$ cat src/hdl/ppq_pkg.sv
`timescale 1ns / 1ps

package ppq_pkg;

  // fixed field widths
  localparam int COORD_BITS       = 24;
  localparam int DIST_BITS        = 2 * COORD_BITS + 2;
  localparam int IDX_BITS         = 6;
  localparam int CNT_BITS         = 7;
  localparam int T_FRAC           = 16;
  localparam int MAX_VERTICES_DEF = 64;

  // edge arithmetic widths
  localparam int DIFF_BITS = COORD_BITS + 1;
  localparam int PROD_BITS = 2 * DIFF_BITS;
  localparam int SUM_BITS  = PROD_BITS + 1;
  localparam int DIV_BITS  = SUM_BITS + 1;

  // command codes on in_tuser
  localparam logic CMD_LOAD  = 1'b0;
  localparam logic CMD_QUERY = 1'b1;

  // query sequencer states
  typedef enum logic [3:0] {
    ST_IDLE,
    ST_FIRST,
    ST_EDGE,
    ST_MUL,
    ST_SUM,
    ST_DECIDE,
    ST_DIV,
    ST_PROJ,
    ST_QPT,
    ST_DMUL,
    ST_CMP,
    ST_DONE
  } ppq_state_t;

  // request to the edge parameter divider
  typedef struct packed {
    logic                start;
    logic [DIV_BITS-1:0] num;
    logic [DIV_BITS-1:0] den;
  } div_req_t;

endpackage

$ cat src/hdl/ppq_div.sv
`timescale 1ns / 1ps

module ppq_div
  import ppq_pkg::*;
(
  input  logic              clk,
  input  logic              rst_n,
  input  div_req_t          req,
  output logic              done,
  output logic [T_FRAC-1:0] quot
);

  localparam int STEPS = T_FRAC / 2;
  localparam int SCW   = $clog2(STEPS + 1);

  logic [DIV_BITS-1:0] rem_r, den_r;
  logic [T_FRAC-1:0]   q_r;
  logic [SCW-1:0]      cnt_r;
  logic                busy_r, done_r;
  logic [DIV_BITS-1:0] rem_w;
  logic [T_FRAC-1:0]   q_w;

  // two restoring steps per cycle
  always_comb begin
    rem_w = rem_r;
    q_w   = q_r;
    for (int k = 0; k < 2; k++) begin
      rem_w = rem_w << 1;
      q_w   = q_w << 1;
      if (rem_w >= den_r) begin
        rem_w = rem_w - den_r;
        q_w   = q_w | T_FRAC'(1);
      end
    end
  end

  // control
  always_ff @(posedge clk) begin
    if (!rst_n) begin
      busy_r <= 1'b0;
      done_r <= 1'b0;
      cnt_r  <= '0;
    end else begin
      done_r <= 1'b0;
      if (req.start) begin
        busy_r <= 1'b1;
        cnt_r  <= '0;
      end else if (busy_r) begin
        cnt_r <= cnt_r + SCW'(1);
        if (cnt_r == SCW'(STEPS - 1)) begin
          busy_r <= 1'b0;
          done_r <= 1'b1;
        end
      end
    end
  end

  // remainder and quotient
  always_ff @(posedge clk) begin
    if (req.start) begin
      rem_r <= req.num;
      den_r <= req.den;
      q_r   <= '0;
    end else if (busy_r) begin
      rem_r <= rem_w;
      q_r   <= q_w;
    end
  end

  assign done = done_r;
  assign quot = q_r;

endmodule

$ cat config.mk
export PLATFORM = sky130hd
export DESIGN_NAME = ppq_div
export DESIGN_NICKNAME = d
export VERILOG_FILES = /design/src/hdl/ppq_pkg.sv /design/src/hdl/ppq_div.sv
export SDC_FILE = /design/constraint.sdc
export NUM_CORES = 1
export LEC_CHECK = 0
export BUFFER_PORTS_ARGS = -buffer_cell sky130_fd_sc_hd__clkbuf_2
export CORE_UTILIZATION = 40
export CTS_CLUSTER_DIAMETER = 150
export DETAILED_ROUTE_END_ITERATION = 7
export PLACE_DENSITY_LB_ADDON = 0.12
export SLEW_MARGIN = 20
export SYNTH_ARGS = -nofsm -noshare
export SYNTH_HDL_FRONTEND = slang
export SYNTH_SLANG_ARGS = --single-unit
$ cat constraint.sdc
create_clock -name clk -period 6.9 [get_ports clk]
set_input_delay 0.345 -clock clk [delete_from_list [all_inputs] [get_ports clk]]
set_output_delay 0.345 -clock clk [all_outputs]
set_load 0.05 [all_outputs]
==> results of run 1 <==
cells in the final DEF (no fill, tap or decap), types with 41 or more instances in the layout:
cell	n
nor2_1	128
nand2_1	144
xnor2_1	57
ha_1	104
clkbuf_2	122
a21oi_1	143
edfxtp_1	103
inv_1	88
buf_4	50
o21ai_0	69
xor2_1	41
Yosys cell counts (all sizes together), types with 27 or more instances:
library cell | number | area share [%]
a21oi | 162 | 7.7
nand2 | 144 | 4.7
nor2 | 130 | 4.3
ha | 104 | 11
edfxtp | 103 | 27
inv | 89 | 2.9
o21ai | 85 | 3.9
xnor2 | 57 | 4.4
buf | 45 | 2.5
xor2 | 41 | 3.1
a21o | 34 | 2.2
a31oi | 27 | 1.6
clkbuf | 27 | 0.89
final cells by class:
class	count	share of cell area, %
clock inverter	11	0.612
tap	378	3.61
inverter	89	2.55
multi-input combinational	1069	54.8
sequential	125	27.0
clock buffer	21	3.54
timing repair buffer	174	7.95
flip-flops by register name (all words and copies together), names as in the netlist:
signal,count
busy_r,1
cnt_r,4
den_r,52
done,1
quot,16
rem_r,51
layer usage:
layer / vias to the layer above / GRT usage, %
met4: 0 / 7.57
met5: - / 0
li1: 5175 / -
met3: 37 / 3.75
met2: 241 / 38.4
met1: 4900 / 32.0
metrics by stage:
stage	area (µm²)	hold slack [ns]
after floorplan	11400	0.433
after global routing	13100	0.0442
after detailed placement	12500	0.480
final	13100	0.0679
after CTS	13100	0.0382
after global placement	12500	0.473
cells by family after synthesis:
logic type	count (synthesis)
buf+inv	161
xor+xnor	98
compound gates	454
flops	125
fa+ha+maj	105
mux	25
simple gates	387
repair_timing:
action / in CTS / in global routing
setup buffers: 0 / 0
setup endpoints to repair: 0 / 8
resized for setup: 0 / 2
worst max path at each step:
stage,start,to,cells past startpoint
after floorplan,rem_r[24],rem_r[1],26
after global placement,rem_r[22],rem_r[23],23
after detailed placement,rem_r[22],rem_r[23],23
after CTS,rem_r[22],rem_r[23],23
after global routing,rem_r[22],rem_r[17],26
final,rem_r[22],rem_r[16],25
==> out/qor.csv, run 1 <==
metric;value;unit
status;complete, no violations;
fin_setup_tns;0;ns
syn_avg_cell_area;8.42;µm²
wl_met3;1.45;mm
syn2layout_area_growth;14.8;%
path_delay_family;compound AO/OA/AOI/OAI gates;
ys_types;74;
rsz0062_at_grt;false;
finClkSkew;0.0142;ns
max_cap_viol_count;0;
worstHoldPathType;in2reg;
synth_xor_area_share;7.53;%
ys_async_sr_fraction;0;%
pre_cts_ws;0.302;ns
cts_tree;built;
stdcell_count;1867;
max_slew.worst_pin.slew;0.851;ns
multiInputGateArea;7170;µm²
synth_top_family_by_area;compound AO/OA/AOI/OAI gates;
final_hold_viol_count;0;
wl_met2;15.8;mm
grt_pass1_wl;52.6;mm
yosys_warnings;0;
syn_area;11400;µm²
die_y;171;µm
dp_hpwl;26.8;mm
top_layer;met4;
crit_arrival;6.51;ns
grt_usage;23.7;%
synthMuxAreaShare;2.35;%
num_vias;10400;
register_area;3530;µm²
synthFlopType;edfxtp_1;
row_count;61;
dp_cells;1835;
hold_path_startpoint;req[15];
synth-simple-area-share;15.0;%
critPathMaxStageDelay;0.43;ns
clock-sinks;125;
cts_inserted_buffers;17;
clk_pin_slew_worst_paths;0.06;ns
fin_util;46.9;%
synth_compound_area_share;26.3;%
worst_hold_path.endpoint;den_r[15];
nNetsFinal;1688;
wl_per_cell;18.1;µm
wirelength;33.7;mm
synth_cells;1355;
critPathKind;reg2reg;
antenna_cells;0;
antenna_found_initial;0;
r2r-end;rem_r[16];
die_w;171;µm
drt_iter0_markers;759;
remaining_drc_errors;0;
initial_core_util;40.8;%
min_period_over_period;91.8;%
r2r_cells;25;
first_pass_iters;5;
finalSetupViolations;0;
min_path_cells;1;
worst_slack;0.563;ns
grt_overflow;0;
post-route-min-period;6.34;ns
cp-end-kind;flop;
met1_length;15.9;mm
slew_violations;0;
cp.required;7.07;ns
rrSetupSlack;0.56;ns
cts-root-buf;clkbuf_16;
clk_latency;0.45;ns
r2r_start;rem_r[22];
fillCellCount;2812;
crit_buf_inv;3;
cp_max_fo;23;
die_area;29200;µm²
grt_pass1_vias;9715;
core;27900;µm²
drive_gt1_share;17.3;%
synthAdderAreaFrac;11.6;%
fmax;0.158;GHz
cts_hold_buf;0;
cp_slowest_cell;a311oi_1;
worst_setup_path_start_kind;flop;
port_buffers;122;
via_per_inst;5.55;
pin_count;124;
ant_nets;0;
htreeDepth;4;
grt_max_degree;60;
slew_headroom;43.2;%
ys_seq_area_share;31.0;%
synth_edf_count;103;
synth_nets;1567;
place_congestion;0.944;
ys_seq_elements;125;
clk_path_buf_depth;2;
cp_common_cell;a21oi_1;
Power of run 1 is not shown: default switching activity piles up to over one toggle a cycle in this logic, so the estimate is an artifact.
==> run 2, diff against run 1 <==
==> constraint.sdc (replaced) <==
create_clock -name clk -period 6.9 [get_ports clk]
set_input_delay 1.38 -clock clk [delete_from_list [all_inputs] [get_ports clk]]
set_output_delay 1.38 -clock clk [all_outputs]
set_load 0.05 [all_outputs]
==> out/qor.csv, run 2 (synthesis gave the netlist of run 1 again) <==
metric;value;unit
syn2layout_area_growth;15.6;%
finalSetupViolations;0;
die_w;171;µm
regMostFlops;den_r;
cp.required;7.09;ns
core;27900;µm²
first_pass_iters;5;
cts_tree;built;
wl_per_cell;18.1;µm
antenna_found_initial;0;
rsz0062_at_grt;false;
clock-sinks;125;
pin_count;124;
grt_usage;23.8;%
fin_setup_tns;0;ns
wirelength;34.0;mm
cts_hold_buf;0;
htreeDepth;4;
critPathMaxStageDelay;0.43;ns
antenna_cells;0;
num_vias;10400;
cp_max_fo;19;
crit_arrival;6.72;ns
grt_pass1_vias;9888;
drive_gt1_share;17.8;%
critPathKind;reg2reg;
dp_hpwl;26.7;mm
clk_pin_slew_worst_paths;0.07;ns
cp_slowest_cell;edfxtp_1;
fmax;0.153;GHz
ant_nets;0;
clk_path_buf_depth;2;
post-route-min-period;6.53;ns
slew_violations;0;
grt_max_degree;69;
final_hold_viol_count;0;
status;complete, no violations;
worst_setup_path_start_kind;flop;
die_area;29200;µm²
min_period_over_period;94.6;%
drt_iter0_markers;750;
port_buffers;122;
largest_reg_flops;52;
mostFrequentLayoutCells;144 x nand2_1, 143 x a21oi_1, 128 x nor2_1;
nNetsFinal;1696;
place_congestion;0.982;
grt_pass1_wl;53.1;mm
worstHoldPathType;reg2reg;
grt_overflow;0;
cp_common_cell;a21oi_1;
max_cap_viol_count;0;
clk_latency;0.45;ns
via_per_inst;5.57;
cts-root-buf;clkbuf_16;
final_common_cell;nand2_1;
slew_headroom;45.6;%
initial_core_util;40.8;%
cts_inserted_buffers;17;
die_y;171;µm
finClkSkew;0.0122;ns
remaining_drc_errors;0;
cp-end-kind;flop;
max_slew.worst_pin.slew;0.815;ns
row_count;61;
run 2: routing by layer:
layer	GRT usage, %	routed length, µm
met1	31.5	15900
met2	38.3	15500
met3	4.51	1650
met4	9.32	941
met5	0	0
run 2: per-stage QoR:
| step | setup WS (ns) | cells | utilization, % | cell area, µm² | hold slack [ns] |
|---|---|---|---|---|---|
| after floorplan | 1.62 | 1355 | - | 11400 | 0.433 |
| after global placement | 0.290 | 1842 | 45.1 | 12600 | 0.476 |
| after detailed placement | 0.233 | 1842 | 45.1 | 12600 | 0.470 |
| after CTS | 0.165 | 1874 | 47.1 | 13200 | 0.482 |
| after global routing | 0.0302 | 1875 | 47.2 | 13200 | 0.493 |
| final | 0.371 | 1875 | 47.2 | 13200 | 0.481 |
run 2: what timing repair did:
item / in CTS / in global routing
endpoints found under the setup margin: 0 / 15
gates resized for setup: 0 / 2
setup buffers: 0 / 1
run 2: cell type report:
type	count	area, µm²
Clock inverter	12	96.3
Timing Repair Buffer	182	1110
Fill cell	2838	14800
Inverter	89	334
Sequential cell	125	3530
Clock buffer	20	468
Multi-Input combinational cell	1069	7160
Tap cell	378	473
run 2: critical path, delay by kind of cell (launching register included):
| kind | cells | cell delay (ns) |
|---|---|---|
| adder cells (fa/ha/maj) | 2 | 0.80 |
| XOR/XNOR | 1 | 0.18 |
| AND/OR/NAND/NOR | 4 | 0.91 |
| flip-flops | 1 | 0.43 |
| AO/OA/AOI/OAI | 15 | 3.20 |
| buffers and inverters | 4 | 0.73 |
run 2: path summary, 6_finish.rpt:
| check | from | end | slack [ns] | depth (start not counted) |
|---|---|---|---|---|
| max reg2reg | rem_r[14] | rem_r[48] | 0.37 | 26 |
| min reg2reg | cnt_r[3] | done | 0.48 | 1 |
| max | rem_r[14] | rem_r[48] | 0.37 | 26 |
| min | cnt_r[3] | done | 0.48 | 1 |
Power of run 2 is left out for the same reason.
==> run 3, diff against run 2 <==
--- a/config.mk
+++ b/config.mk
@@ -5,11 +5,12 @@
 export SDC_FILE = /design/constraint.sdc
 export NUM_CORES = 1
 export LEC_CHECK = 0
+export ABC_AREA = 1
 export BUFFER_PORTS_ARGS = -buffer_cell sky130_fd_sc_hd__clkbuf_2
 export CORE_UTILIZATION = 40
 export CTS_CLUSTER_DIAMETER = 150
 export DETAILED_ROUTE_END_ITERATION = 7
-export PLACE_DENSITY_LB_ADDON = 0.12
+export PLACE_DENSITY_LB_ADDON = 0.08
 export SLEW_MARGIN = 20
 export SYNTH_ARGS = -nofsm -noshare
 export SYNTH_HDL_FRONTEND = slang
==> out/qor.csv, run 3 <==
metric;value;unit
ant_nets;0;
hold_path_startpoint;quot[15];
die_y;190;µm
row_count;68;
critPathLaunch;rem_r[4];
cts-root-buf;clkbuf_16;
ys_seq_elements;125;
stdcell_count;2940;
synth_edf_count;103;
via_per_inst;5.19;
finalSetupViolations;0;
yosys_warnings;0;
synth_cells;2367;
r2r_start;rem_r[4];
ys_types;46;
r2r-end;rem_r[2];
grt_pass1_wl;84.1;mm
max_slew.worst_pin.slew;0.907;ns
syn_area;14200;µm²
worst_setup_path_start_kind;flop;
wl_met3;4.02;mm
grt_max_degree;64;
synth_nets;2579;
crit_end;rem_r[2];
met1_length;28.1;mm
cts_tree;built;
ys_top_cells_by_area;nand2_1 22%, edfxtp_1 22%, inv_1 11%;
fin_util;45.5;%
num_vias;15300;
clk_path_buf_depth;2;
grt_usage;32.0;%
slew_violations;0;
first_pass_iters;6;
final_hold_viol_count;0;
dp_cells;2908;
clk_latency;0.45;ns
slew_headroom;39.5;%
register_area;3530;µm²
antenna_found_initial;0;
mostFrequentLayoutCells;849 x nand2_1, 421 x inv_1, 203 x nor2_1;
cts_resized;0;
worstHoldPathType;reg2reg;
synth_common_cells;849 x nand2_1, 422 x inv_1, 203 x nor2_1, 190 x nand3_1, 143 x a21oi_1;
critPathKind;reg2reg;
post-route-min-period;5.54;ns
ys_seq_area_share;24.9;%
remaining_drc_errors;0;
multiInputGateArea;8750;µm²
dp_hpwl;48.1;mm
htreeDepth;4;
synth_top_cell_by_area;nand2_1;
fillCellCount;3769;
clock-sinks;125;
grt_pass1_vias;14300;
syn_avg_cell_area;6.00;µm²
cp_max_fo;50;
r2r_cells;22;
syn2layout_area_growth;11.3;%
finClkSkew;0.0150;ns
cts_hold_buf;0;
top_layer;met4;
port_buffers;122;
grt_overflow;0;
crit_arrival;5.76;ns
status;complete, no violations;
max_cap_viol_count;0;
core;34700;µm²
fmax;0.180;GHz
synth_top_cell_area_share;22.4;%
drive_gt1_share;8.41;%
postCtsSetupRepairBufs;0;
drt_iter0_markers;1522;
ys_async_sr_fraction;0;%
rsz0062_at_grt;false;
min_period_over_period;80.3;%
wl_met2;23.8;mm
synthFlopType;edfxtp_1;
place_congestion;0.994;
yosysMostFrequentCell;nand2_1;
final_common_cell;nand2_1;
largest_reg_flops;52;
cp.required;7.12;ns
initial_core_util;40.9;%
clk_pin_slew_worst_paths;0.07;ns
regMostFlops;den_r;
nNetsFinal;2684;
die_w;190;µm
cts_inserted_buffers;17;
wl_per_cell;19.5;µm
cp-end-kind;flop;
pin_count;124;
die_area;36300;µm²
fin_setup_tns;0;ns
antenna_cells;0;
wirelength;57.2;mm
rrSetupSlack;1.36;ns
## run 3: cell types whose count changed after synthesis, sizes merged, moves of 25 or more
cell	previous run	this run
a21o	34	4
inv	89	431
nor2	130	214
a211oi	26	1
xor2	41	15
xnor2	57	24
nand3	24	192
o21ai	85	49
nand2	144	851
## run 3: critical path: stages, from the launching register on
cell,delay (ns)
edfxtp_1,0.53
ha_1,0.44
nand2_1,0.12
nor2_1,0.13
inv_1,0.09
nor3_2,0.30
nand4_2,0.41
nand3_4,0.24
buf_4,0.35
nand2_1,0.12
and2_1,0.21
ha_1,0.40
nand2_1,0.12
nor2_1,0.21
inv_1,0.11
nor2_1,0.24
nand2_1,0.13
nor2_1,0.11
nand2_1,0.08
nand3_2,0.12
buf_12,0.26
a21oi_1,0.11
a21oi_1,0.39
## run 3: how the worst min path moves through the flow
stage,to,slack (ns),cells after the start
floorplan,cnt_r[3],0.44,2
global placement,quot[15],0.44,2
detailed placement,quot[15],0.45,2
CTS,quot[14],0.47,2
global route,quot[2],0.51,2
finish,quot[15],0.46,2
## run 3: cells by family after synthesis
family / share of synthesized area, %
AOI/OAI and AO/OA: 9.58
xor gates and xnor gates: 2.41
adders and majority gates: 9.31
buffers and inverters: 13.5
DFF: 24.9
and+or+nand+nor: 40.3
## run 3: cell type report
| type | instances | area share, % |
|---|---|---|
| inverters | 434 | 10.3 |
| clock inverters | 14 | 0.895 |
| flip-flops and latches | 125 | 22.4 |
| clock buffers | 18 | 2.85 |
| repair buffers | 133 | 4.56 |
| well taps | 455 | 3.60 |
| multi-input cells | 1761 | 55.4 |
## run 3: stage by stage
step	hold WS, ns	instance area (µm²)	setup slack (ns)
2_1_floorplan	0.439	14200	2.94
3_3_place_gp	0.445	15200	1.39
3_5_place_dp	0.451	15200	1.45
4_1_cts	0.470	15800	1.42
5_1_grt	0.509	15800	1.06
6_report	0.463	15800	1.36
## run 3: per-layer routing
layer	global-route usage [%]	vias up
li1	-	7683
met1	47.5	6997
met2	47.5	535
met3	4.73	54
met4	8.98	0
met5	0	-
Power of run 3 is left out for the same reason.
